File: src/hdl/argb_alpha_over_blend_core_macros.svh
// Assertion macros for the ARGB source-over blend core.
// Used by the top level only; no other dependencies.
`ifndef ARGB_ALPHA_OVER_BLEND_CORE_MACROS_SVH
`define ARGB_ALPHA_OVER_BLEND_CORE_MACROS_SVH

// Same-cycle implication, disabled while reset is high
`define AOB_ASSERT_IMPLY(label, clk, rst, ante, cons, msg) \
   label: assert property (@(posedge clk) disable iff (rst) (ante) |-> (cons)) \
      else $error(msg);

// Next-cycle implication, disabled while reset is high
`define AOB_ASSERT_NEXT(label, clk, rst, ante, cons, msg) \
   label: assert property (@(posedge clk) disable iff (rst) (ante) |=> (cons)) \
      else $error(msg);

`endif

File: src/hdl/aob_pkg.sv
// Shared constants and types for the ARGB source-over blend core.
// No dependencies; imported by every module of the block.
`timescale 1ns / 1ps
`default_nettype none

package aob_pkg;

   // pipeline shape
   localparam int NUM_STAGES = 12;
   localparam int DIV_STEPS  = 8;
   localparam int NUM_LANES  = 3;
   localparam int CH_W       = 8;
   localparam int PROD_W     = 16;
   localparam int NUM_W      = 24;
   localparam int AOUT_DEPTH = NUM_STAGES - 2;

   // arithmetic constants
   localparam logic [CH_W-1:0]   FULL_ALPHA    = 8'hFF;
   localparam logic [CH_W-1:0]   CH_MAX        = 8'hFF;
   localparam logic [PROD_W-1:0] ROUND_HALF    = 16'd127;
   // floor(x / 255) == (x * 0x8081) >> 23 for any 16-bit x
   localparam logic [PROD_W-1:0] RECIP_255_Q23 = 16'h8081;
   // floor(x / 255) == (x * 0x808081) >> 31 for x up to 255^3
   localparam logic [NUM_W-1:0]  RECIP_255_Q31 = 24'h808081;

   typedef logic [NUM_STAGES:1] stage_vec_type;

   typedef struct packed {
      stage_vec_type adv;    // stage register loads this cycle
      stage_vec_type full;   // stage register holds a live item
   } pipe_ctl_type;

   // output alpha as it rides along stages 2 .. NUM_STAGES-1
   typedef logic [AOUT_DEPTH-1:0][CH_W-1:0] aout_line_type;

endpackage

`default_nettype wire

File: src/hdl/aob_ctrl.sv
// Pipeline occupancy and flow control for the blend core.
// Depends on aob_pkg.
`timescale 1ns / 1ps
`default_nettype none

module aob_ctrl import aob_pkg::*; (
   input  logic         clock,
   input  logic         reset,
   input  logic         req_valid,
   input  logic         rsp_stall,
   output logic         req_stall,
   output logic         rsp_valid,
   output pipe_ctl_type ctl
);

   stage_vec_type valid_ff;
   stage_vec_type valid_in;
   stage_vec_type ready;

   // a stage loads on a free output or a hole at or after it
   for (genvar s = 1; s <= NUM_STAGES; s++) begin : g_ready
      assign ready[s] = ~rsp_stall | ~(&valid_ff[NUM_STAGES:s]);
   end

   // advance the valid bits, collapsing bubbles
   always_comb begin
      valid_in = valid_ff;
      if (ready[1]) begin
         valid_in[1] = req_valid;
      end
      for (int s = 2; s <= NUM_STAGES; s++) begin
         if (ready[s]) begin
            valid_in[s] = valid_ff[s-1];
         end
      end
   end

   always_ff @(posedge clock) begin
      if (reset) begin
         valid_ff <= '0;
      end else begin
         valid_ff <= valid_in;
      end
   end

   assign req_stall = ~ready[1];
   assign rsp_valid = valid_ff[NUM_STAGES];
   assign ctl.adv   = ready;
   assign ctl.full  = valid_ff;

endmodule

`default_nettype wire

File: src/hdl/aob_alpha.sv
// Output alpha path: Asrc + round(Adst * (255 - Asrc) / 255), then a delay
// line that feeds the colour lanes and the merge stage. Depends on aob_pkg.
`timescale 1ns / 1ps
`default_nettype none

module aob_alpha import aob_pkg::*; (
   input  logic            clock,
   input  pipe_ctl_type    ctl,
   input  logic [CH_W-1:0] src_alpha,
   input  logic [CH_W-1:0] dst_alpha,
   output logic [CH_W-1:0] inv_alpha,
   output aout_line_type   aout_line
);

   logic [CH_W-1:0]     as_ff;
   logic [CH_W-1:0]     inv_ff;
   logic [PROD_W-1:0]   ai_ff;
   logic [CH_W-1:0]     inv_s0;
   logic [PROD_W-1:0]   biased;
   logic [2*PROD_W-1:0] recip_prod;
   logic [CH_W-1:0]     aout_in;
   aout_line_type       aout_ff;

   assign inv_s0 = FULL_ALPHA - src_alpha;

   // stage 1: weight the destination alpha
   always_ff @(posedge clock) begin
      if (ctl.adv[1]) begin
         as_ff  <= src_alpha;
         inv_ff <= inv_s0;
         ai_ff  <= PROD_W'(dst_alpha) * PROD_W'(inv_s0);
      end
   end

   // stage 2: round, divide by 255 through the reciprocal, add source alpha
   assign biased     = ai_ff + ROUND_HALF;
   assign recip_prod = {{PROD_W{1'b0}}, biased} * {{PROD_W{1'b0}}, RECIP_255_Q23};
   // the quotient never exceeds 255 - Asrc, so the sum stays in one byte
   assign aout_in    = as_ff + recip_prod[23 +: CH_W];

   // hold the output alpha beside the items in flight
   always_ff @(posedge clock) begin
      if (ctl.adv[2]) begin
         aout_ff[0] <= aout_in;
      end
      for (int j = 1; j < AOUT_DEPTH; j++) begin
         if (ctl.adv[2+j]) begin
            aout_ff[j] <= aout_ff[j-1];
         end
      end
   end

   assign inv_alpha = inv_ff;
   assign aout_line = aout_ff;

endmodule

`default_nettype wire

File: src/hdl/aob_lane.sv
// One colour lane: alpha-weighted sum, division by 255, then an eight-step
// pipelined restoring divide by the output alpha with saturation at 255.
// Depends on aob_pkg; fed by aob_alpha.
`timescale 1ns / 1ps
`default_nettype none

module aob_lane import aob_pkg::*; (
   input  logic            clock,
   input  pipe_ctl_type    ctl,
   input  logic [CH_W-1:0] src_ch,
   input  logic [CH_W-1:0] dst_ch,
   input  logic [CH_W-1:0] src_alpha,
   input  logic [CH_W-1:0] dst_alpha,
   input  logic [CH_W-1:0] inv_alpha,
   input  aout_line_type   aout_line,
   output logic [CH_W-1:0] ch_out
);

   localparam int DIV_BASE = 4;

   logic [PROD_W-1:0]  cs_as_ff;
   logic [PROD_W-1:0]  cd_ad_ff;
   logic [NUM_W-1:0]   weighted_src;
   logic [NUM_W-1:0]   weighted_dst;
   logic [NUM_W-1:0]   num_ff;
   logic [2*NUM_W-1:0] recip_prod;
   logic [PROD_W-1:0]  n2_ff;

   logic [DIV_STEPS-1:0][PROD_W-1:0] rem_stage;
   logic [DIV_STEPS-1:0][CH_W-1:0]   quo_stage;
   logic [DIV_STEPS-1:0]             sat_stage;

   // stage 1: per-pixel products
   always_ff @(posedge clock) begin
      if (ctl.adv[1]) begin
         cs_as_ff <= PROD_W'(src_ch) * PROD_W'(src_alpha);
         cd_ad_ff <= PROD_W'(dst_ch) * PROD_W'(dst_alpha);
      end
   end

   // stage 2: Cs*As*255 + Cd*Ad*(255-As)
   assign weighted_src = {cs_as_ff, {CH_W{1'b0}}} - {{CH_W{1'b0}}, cs_as_ff};
   assign weighted_dst = NUM_W'(cd_ad_ff) * NUM_W'(inv_alpha);

   always_ff @(posedge clock) begin
      if (ctl.adv[2]) begin
         num_ff <= weighted_src + weighted_dst;
      end
   end

   // stage 3: take out the factor of 255 from the divisor
   assign recip_prod = {{NUM_W{1'b0}}, num_ff} * {{NUM_W{1'b0}}, RECIP_255_Q31};

   always_ff @(posedge clock) begin
      if (ctl.adv[3]) begin
         n2_ff <= recip_prod[31 +: PROD_W];
      end
   end

   // stages 4..11: one quotient bit per stage, MSB first
   for (genvar k = 0; k < DIV_STEPS; k++) begin : g_div
      logic [CH_W-1:0]   aout;
      logic [PROD_W-1:0] divisor;
      logic [PROD_W-1:0] rem_src;
      logic [CH_W-1:0]   quo_src;
      logic              sat_src;
      logic              take;
      logic [PROD_W-1:0] rem_ff;
      logic [CH_W-1:0]   quo_ff;
      logic              sat_ff;

      assign aout    = aout_line[k+1];
      assign divisor = PROD_W'(aout) << (DIV_STEPS - 1 - k);

      if (k == 0) begin : g_first
         // quotient above 255 exactly when n2 >= aout * 256
         assign rem_src = n2_ff;
         assign quo_src = '0;
         assign sat_src = (n2_ff >= {aout, {CH_W{1'b0}}});
      end else begin : g_next
         assign rem_src = rem_stage[k-1];
         assign quo_src = quo_stage[k-1];
         assign sat_src = sat_stage[k-1];
      end

      assign take = (rem_src >= divisor);

      always_ff @(posedge clock) begin
         if (ctl.adv[DIV_BASE+k]) begin
            rem_ff <= take ? (rem_src - divisor) : rem_src;
            quo_ff <= quo_src | (take ? (CH_W'(1) << (DIV_STEPS - 1 - k)) : '0);
            sat_ff <= sat_src;
         end
      end

      assign rem_stage[k] = rem_ff;
      assign quo_stage[k] = quo_ff;
      assign sat_stage[k] = sat_ff;
   end

   // clamp an overflowing quotient
   assign ch_out = sat_stage[DIV_STEPS-1] ? CH_MAX : quo_stage[DIV_STEPS-1];

endmodule

`default_nettype wire

File: src/hdl/argb_alpha_over_blend_core.sv
// Source-over compositing of two straight-alpha ARGB 8888 pixels. The core
// takes one source/destination pair per clock while req_stall is low and
// returns one composited pixel per item, in order. Three colour lanes (red,
// green, blue) run side by side; each runs a pipelined restoring divider,
// one quotient bit per stage. A fully transparent source returns the
// destination pixel unchanged; a channel that would exceed 255 is clamped
// to 255. Stalls on the result side fill bubbles first, so the input side
// is held only when all 12 stages are occupied.
// Depends on aob_pkg, aob_ctrl, aob_alpha, aob_lane and the macro header.
`timescale 1ns / 1ps
`default_nettype none
`include "argb_alpha_over_blend_core_macros.svh"

module argb_alpha_over_blend_core import aob_pkg::*; (
   input  logic        clock,
   input  logic        reset,
   input  logic        req_valid,
   output logic        req_stall,
   input  logic [31:0] req_src_pixel,
   input  logic [31:0] req_dst_pixel,
   output logic        rsp_valid,
   input  logic        rsp_stall,
   output logic [31:0] rsp_out_pixel
);

   localparam int LINE_LEN = NUM_STAGES - 1;
   localparam int ALPHA_LSB = NUM_LANES * CH_W;

   pipe_ctl_type                   ctl;
   logic [CH_W-1:0]                inv_alpha;
   aout_line_type                  aout_line;
   logic [NUM_LANES-1:0][CH_W-1:0] lane_ch;

   logic [LINE_LEN-1:0][31:0]      dst_line_ff;
   logic [LINE_LEN-1:0]            byp_line_ff;
   logic [31:0]                    out_ff;
   logic [31:0]                    out_in;
   logic                           byp_out_ff;

   // flow control
   aob_ctrl u_ctrl (
      .clock     (clock),
      .reset     (reset),
      .req_valid (req_valid),
      .rsp_stall (rsp_stall),
      .req_stall (req_stall),
      .rsp_valid (rsp_valid),
      .ctl       (ctl)
   );

   // output alpha
   aob_alpha u_alpha (
      .clock     (clock),
      .ctl       (ctl),
      .src_alpha (req_src_pixel[ALPHA_LSB +: CH_W]),
      .dst_alpha (req_dst_pixel[ALPHA_LSB +: CH_W]),
      .inv_alpha (inv_alpha),
      .aout_line (aout_line)
   );

   // colour lanes: blue, green, red
   for (genvar l = 0; l < NUM_LANES; l++) begin : g_lane
      aob_lane u_lane (
         .clock     (clock),
         .ctl       (ctl),
         .src_ch    (req_src_pixel[l*CH_W +: CH_W]),
         .dst_ch    (req_dst_pixel[l*CH_W +: CH_W]),
         .src_alpha (req_src_pixel[ALPHA_LSB +: CH_W]),
         .dst_alpha (req_dst_pixel[ALPHA_LSB +: CH_W]),
         .inv_alpha (inv_alpha),
         .aout_line (aout_line),
         .ch_out    (lane_ch[l])
      );
   end

   // carry the destination and the transparent-source flag alongside
   always_ff @(posedge clock) begin
      if (ctl.adv[1]) begin
         dst_line_ff[0] <= req_dst_pixel;
         byp_line_ff[0] <= (req_src_pixel[ALPHA_LSB +: CH_W] == '0);
      end
      for (int j = 1; j < LINE_LEN; j++) begin
         if (ctl.adv[1+j]) begin
            dst_line_ff[j] <= dst_line_ff[j-1];
            byp_line_ff[j] <= byp_line_ff[j-1];
         end
      end
   end

   // merge the lanes into one pixel, or pass the destination through
   assign out_in = byp_line_ff[LINE_LEN-1] ? dst_line_ff[LINE_LEN-1]
                                           : {aout_line[AOUT_DEPTH-1], lane_ch};

   always_ff @(posedge clock) begin
      if (ctl.adv[NUM_STAGES]) begin
         out_ff     <= out_in;
         byp_out_ff <= byp_line_ff[LINE_LEN-1];
      end
   end

   assign rsp_out_pixel = out_ff;

   // checks
   `AOB_ASSERT_IMPLY(a_stall_only_when_full, clock, reset, req_stall, (&ctl.full) && rsp_stall, "input held while a stage is empty")
   `AOB_ASSERT_NEXT(a_accept_lands, clock, reset, req_valid && !req_stall, ctl.full[1], "accepted item lost at stage one")
   `AOB_ASSERT_NEXT(a_last_moves_out, clock, reset, ctl.full[NUM_STAGES-1] && !rsp_valid, rsp_valid, "item stuck before the output register")
   `AOB_ASSERT_IMPLY(a_blend_alpha_nonzero, clock, reset, rsp_valid && !byp_out_ff, rsp_out_pixel[31:24] != 8'd0, "blended item with zero alpha")

endmodule

`default_nettype wire

File: config.mk
export PLATFORM = sky130hd
export DESIGN_NAME = argb_alpha_over_blend_core
export DESIGN_NICKNAME = d
export VERILOG_FILES = /design/src/hdl/aob_pkg.sv /design/src/hdl/aob_ctrl.sv /design/src/hdl/aob_alpha.sv /design/src/hdl/aob_lane.sv /design/src/hdl/argb_alpha_over_blend_core.sv
export VERILOG_INCLUDE_DIRS = /design/src /design/src/hdl
export SDC_FILE = /design/constraint.sdc
export NUM_CORES = 2
export LEC_CHECK = 0
export ABC_AREA = 1
export BUFFER_PORTS_ARGS = -buffer_cell sky130_fd_sc_hd__buf_2
export CAP_MARGIN = 10
export CORE_MARGIN = 1
export CORE_UTILIZATION = 50
export CTS_BUF_LIST = sky130_fd_sc_hd__clkbuf_16
export DETAILED_ROUTE_END_ITERATION = 10
export PLACE_DENSITY = 0.66
export SLEW_MARGIN = 10
export SYNTH_ARGS = -nofsm -noshare
export SYNTH_HDL_FRONTEND = slang
export SYNTH_SLANG_ARGS = --single-unit
File: constraint.sdc
create_clock -name clock -period 31.8 [get_ports clock]
set_input_delay 3.18 -clock clock [delete_from_list [all_inputs] [get_ports clock]]
set_output_delay 3.18 -clock clock [all_outputs]
set_load 0.02 [all_outputs]
==> results by group <==
Run status
  – Outcome: finished, final reports clean

Run
  – Max-cap violations: 0

Die
  – Placeable Area: 186000 µm²
  – Row Count: roughly 160
  – Die Area: roughly 190000 µm²
  – Ports: 102
  – Initial Utilization: 50.53%
  – Die height: about 440 µm
  – DIE WIDTH: 435.6 µm

Finish
  – ANT cells: 0
  – Fraction of layout cells with a size suffix above 1: 4.631%
  – Fillcell total: 16200
  – Synthesis-to-finish area growth: 7.795%
  – Nets: roughly 12000

Yosys
  – Syn Nets: roughly 12000
  – Number of synthesized flops with an enable pin: ~1200
  – Post-synth top flop: edfxtp_1
  – Warnings, synthesis: 0
  – Gate Count Post-Synth: 9607
  – Sequential share of the synthesized area: 38.30%
  – Async SR Flop Fraction: 0%
  – Synthesized flop and latch total: 1203
  – Synthesized area: 94010 µm²
  – Synthesized area per cell: between 9 and 10 µm²
  – Post-synth cell types: 76

STA
  – Least-Margin Pin Slew: 1.077 ns
  – Worst hold margin: ~0.39 ns
  – RSZ-0062 raised after global routing: false
  – Final Setup Violations: 0
  – Final worst-path cycle share: 32.50%
  – Fin Clk Skew: 0.04891 ns
  – Crit path time final: 10.33 ns
  – Setup WS post-layout: approximately 21 ns
  – FMAX: 0.09676 GHz
  – Final Hold Fails: 0
  – Final setup TNS: 0 ns
  – Max-slew headroom: 28.20%
  – Final Max Slew Viols: 0

CTS
  – Post-CTS Setup Bufs: 0
  – Latest clock arrival within the worst-skew pair: ~0.8 ns
  – CTS max path bufs: 3
  – Clock Tree Root: clkbuf_16
  – Clock-pin transition on the worst setup and hold timing paths: 0.06 ns
  – # H-tree levels: 4
  – CTS tree: built
  – CTS Buf Count: between 100 and 150
  – Clock sinks: 1203
  – Resized cells post-CTS: 0
  – CTS Hold Buffers Added: 0

Route
  – Via count: approximately 64000
  – Detail Route Antenna Nets: 0
  – Met3 wire len: 9.784 mm
  – Drt initial violations: 3804
  – Final WL: around 210 mm
  – # DRC: 0
  – Met1 WL: 88.20 mm
  – Vias/cell: 5.217
  – Met2 routed WL: 104.3 mm
  – Drt first pass iters: 6
  – Avg WL per Cell: 17.13 µm
  – Uppermost layer routed: met5

Global route
  – Overall routing resource usage: about 22%
  – Vias in the first global route: roughly 65000
  – Antenna violations before repair: 4
  – Total grt overflow: 0
  – First-pass GRT wire length: 337.1 mm
  – Largest net degree at the start of global routing: between 80 and 90

Critical path
  – Crit. End Element: primary output
  – Max FO, Critical Path: 70
  – Arr. time, crit path: 7.15 ns
  – Worst setup SP type: input port
  – Critical Path RT: 28.62 ns
  – Critical path class: input port to primary output

Min path
  – Worst Hold Class: register to register

Place
  – Place WS: about 21 ns
  – HPWL after DPL: 168.5 mm
  – RePlAce Congestion: 0.9279
  – Port Buf Inserts: around 100
[sequential cells by signal, indices dropped and copies added (netlist names), 11 cells and up]
signal,flops
u_alpha.ai_ff,16
g_lane.u_lane.cs_as_ff,48
dst_line_ff,352
u_ctrl.valid_ff,12
g_lane.u_lane.g_div.sat_ff,24
g_lane.u_lane.num_ff,72
u_alpha.aout_line,80
g_lane.u_lane.g_div.rem_ff,336
g_lane.u_lane.g_div.quo_ff,108
g_lane.u_lane.g_div.rem_src,48
byp_line_ff,11
g_lane.u_lane.cd_ad_ff,48
rsp_out_pixel,32
[layout by cell type, fill, tap and decap left out, types with 15 or more instances in the layout]
| cell | count |
|---|---|
| nand2_1 | 1791 |
| or2_2 | 29 |
| clkinv_1 | 30 |
| fa_1 | 661 |
| nor2_1 | 558 |
| a31oi_1 | 28 |
| a21boi_0 | 15 |
| ha_1 | 1207 |
| nand3b_1 | 18 |
| xnor2_1 | 135 |
| nor4_1 | 36 |
| nor3_1 | 89 |
| xor2_1 | 232 |
| o21ai_1 | 29 |
| a21o_1 | 43 |
| o21ai_0 | 330 |
| buf_4 | 29 |
| nand4_1 | 52 |
| o21a_1 | 27 |
| nand3_1 | 168 |
| edfxtp_1 | 1191 |
| o211ai_1 | 16 |
| nor2_2 | 15 |
| o2111ai_1 | 18 |
| clkinv_2 | 21 |
| buf_2 | 101 |
| o21bai_1 | 18 |
| clkbuf_16 | 133 |
| a21oi_1 | 489 |
| inv_1 | 2036 |
[critical path: stages]
cell and delay [ns]:
buf_2 0.11, nand3_4 0.68, nor2_2 0.40, inv_4 0.26
nor2_2 0.20, inv_4 0.18, nor2_2 0.18, inv_4 0.23
nor2_4 0.22, nand2_4 0.27, nor2_4 0.34, nand4_4 0.10
buf_4 0.34, nor2_4 0.24, buf_2 0.20
[kinds of logic after synthesis]
kind of cell	Yosys count	share of synthesized area [%]
AND/OR/NAND/NOR	2809	12.25
buffers and inverters	2252	9.152
adder cells (fa/ha/maj)	1868	30.14
flip-flops	1203	38.30
AO/OA/AOI/OAI	1099	6.619
XOR/XNOR	368	3.437
multiplexers	8	0.09584
[synth_stat cells, drive strengths merged (32+ instances only)]
| master | number | area (µm²) |
|---|---|---|
| a21o | 43 | 322.8 |
| a21oi | 494 | 2499 |
| buf | 67 | 321.6 |
| clkbuf | 152 | 648.1 |
| edfxtp | 1191 | 35760 |
| fa | 661 | 13230 |
| ha | 1207 | 15100 |
| inv | 2030 | 7622 |
| nand2 | 1808 | 6842 |
| nand3 | 176 | 915.9 |
| nand4 | 55 | 380.4 |
| nor2 | 578 | 2253 |
| nor3 | 92 | 475.5 |
| nor4 | 36 | 225.2 |
| o21ai | 369 | 1884 |
| or2 | 32 | 200.2 |
| xnor2 | 135 | 1182 |
| xor2 | 233 | 2048 |
[layout make-up]
class	instances	area, µm²	share of cell area, %
Clock buffer	133	3328	3.284
Clock inverter	108	1087	1.073
Inverter	2033	7651	7.550
Multi-Input combinational cell	6152	49420	48.77
Sequential cell	1203	36000	35.53
Tap cell	2480	3103	3.062
Timing Repair Buffer	131	734.5	0.7248
[final timing paths]
| check | startpoint | endpoint | slack (ns) | cells after the start |
|---|---|---|---|---|
| setup / recovery | rsp_stall | req_stall | 21.47 | 15 |
| hold / removal | dst_line_ff[89] | dst_line_ff[121] | 0.39 | 0 |
| setup reg to reg | u_alpha.ai_ff[0] | u_alpha.aout_line[7] | 25.42 | 34 |
| hold reg to reg | dst_line_ff[89] | dst_line_ff[121] | 0.39 | 0 |
[metrics by stage]
| stage | instance area [µm²] | std cells | utilization [%] |
|---|---|---|---|
| floorplan | 94010 | 9607 | - |
| global placement | 96910 | 12000 | 52.09 |
| detailed placement | 96910 | 12000 | 52.09 |
| CTS | 101300 | 12240 | 54.47 |
| global route | 101300 | 12240 | 54.47 |
| finish | 101300 | 12240 | 54.47 |
[routing by layer]
layer,global-route usage [%],up-vias
li1,-,31170
met1,27.90,30830
met2,39.01,1472
met3,3.155,376
met4,7.678,4
met5,0,-
Power is left out: the tool's default activity adds up to more than one toggle a clock period on the data nets, which glitch-free logic cannot reach.
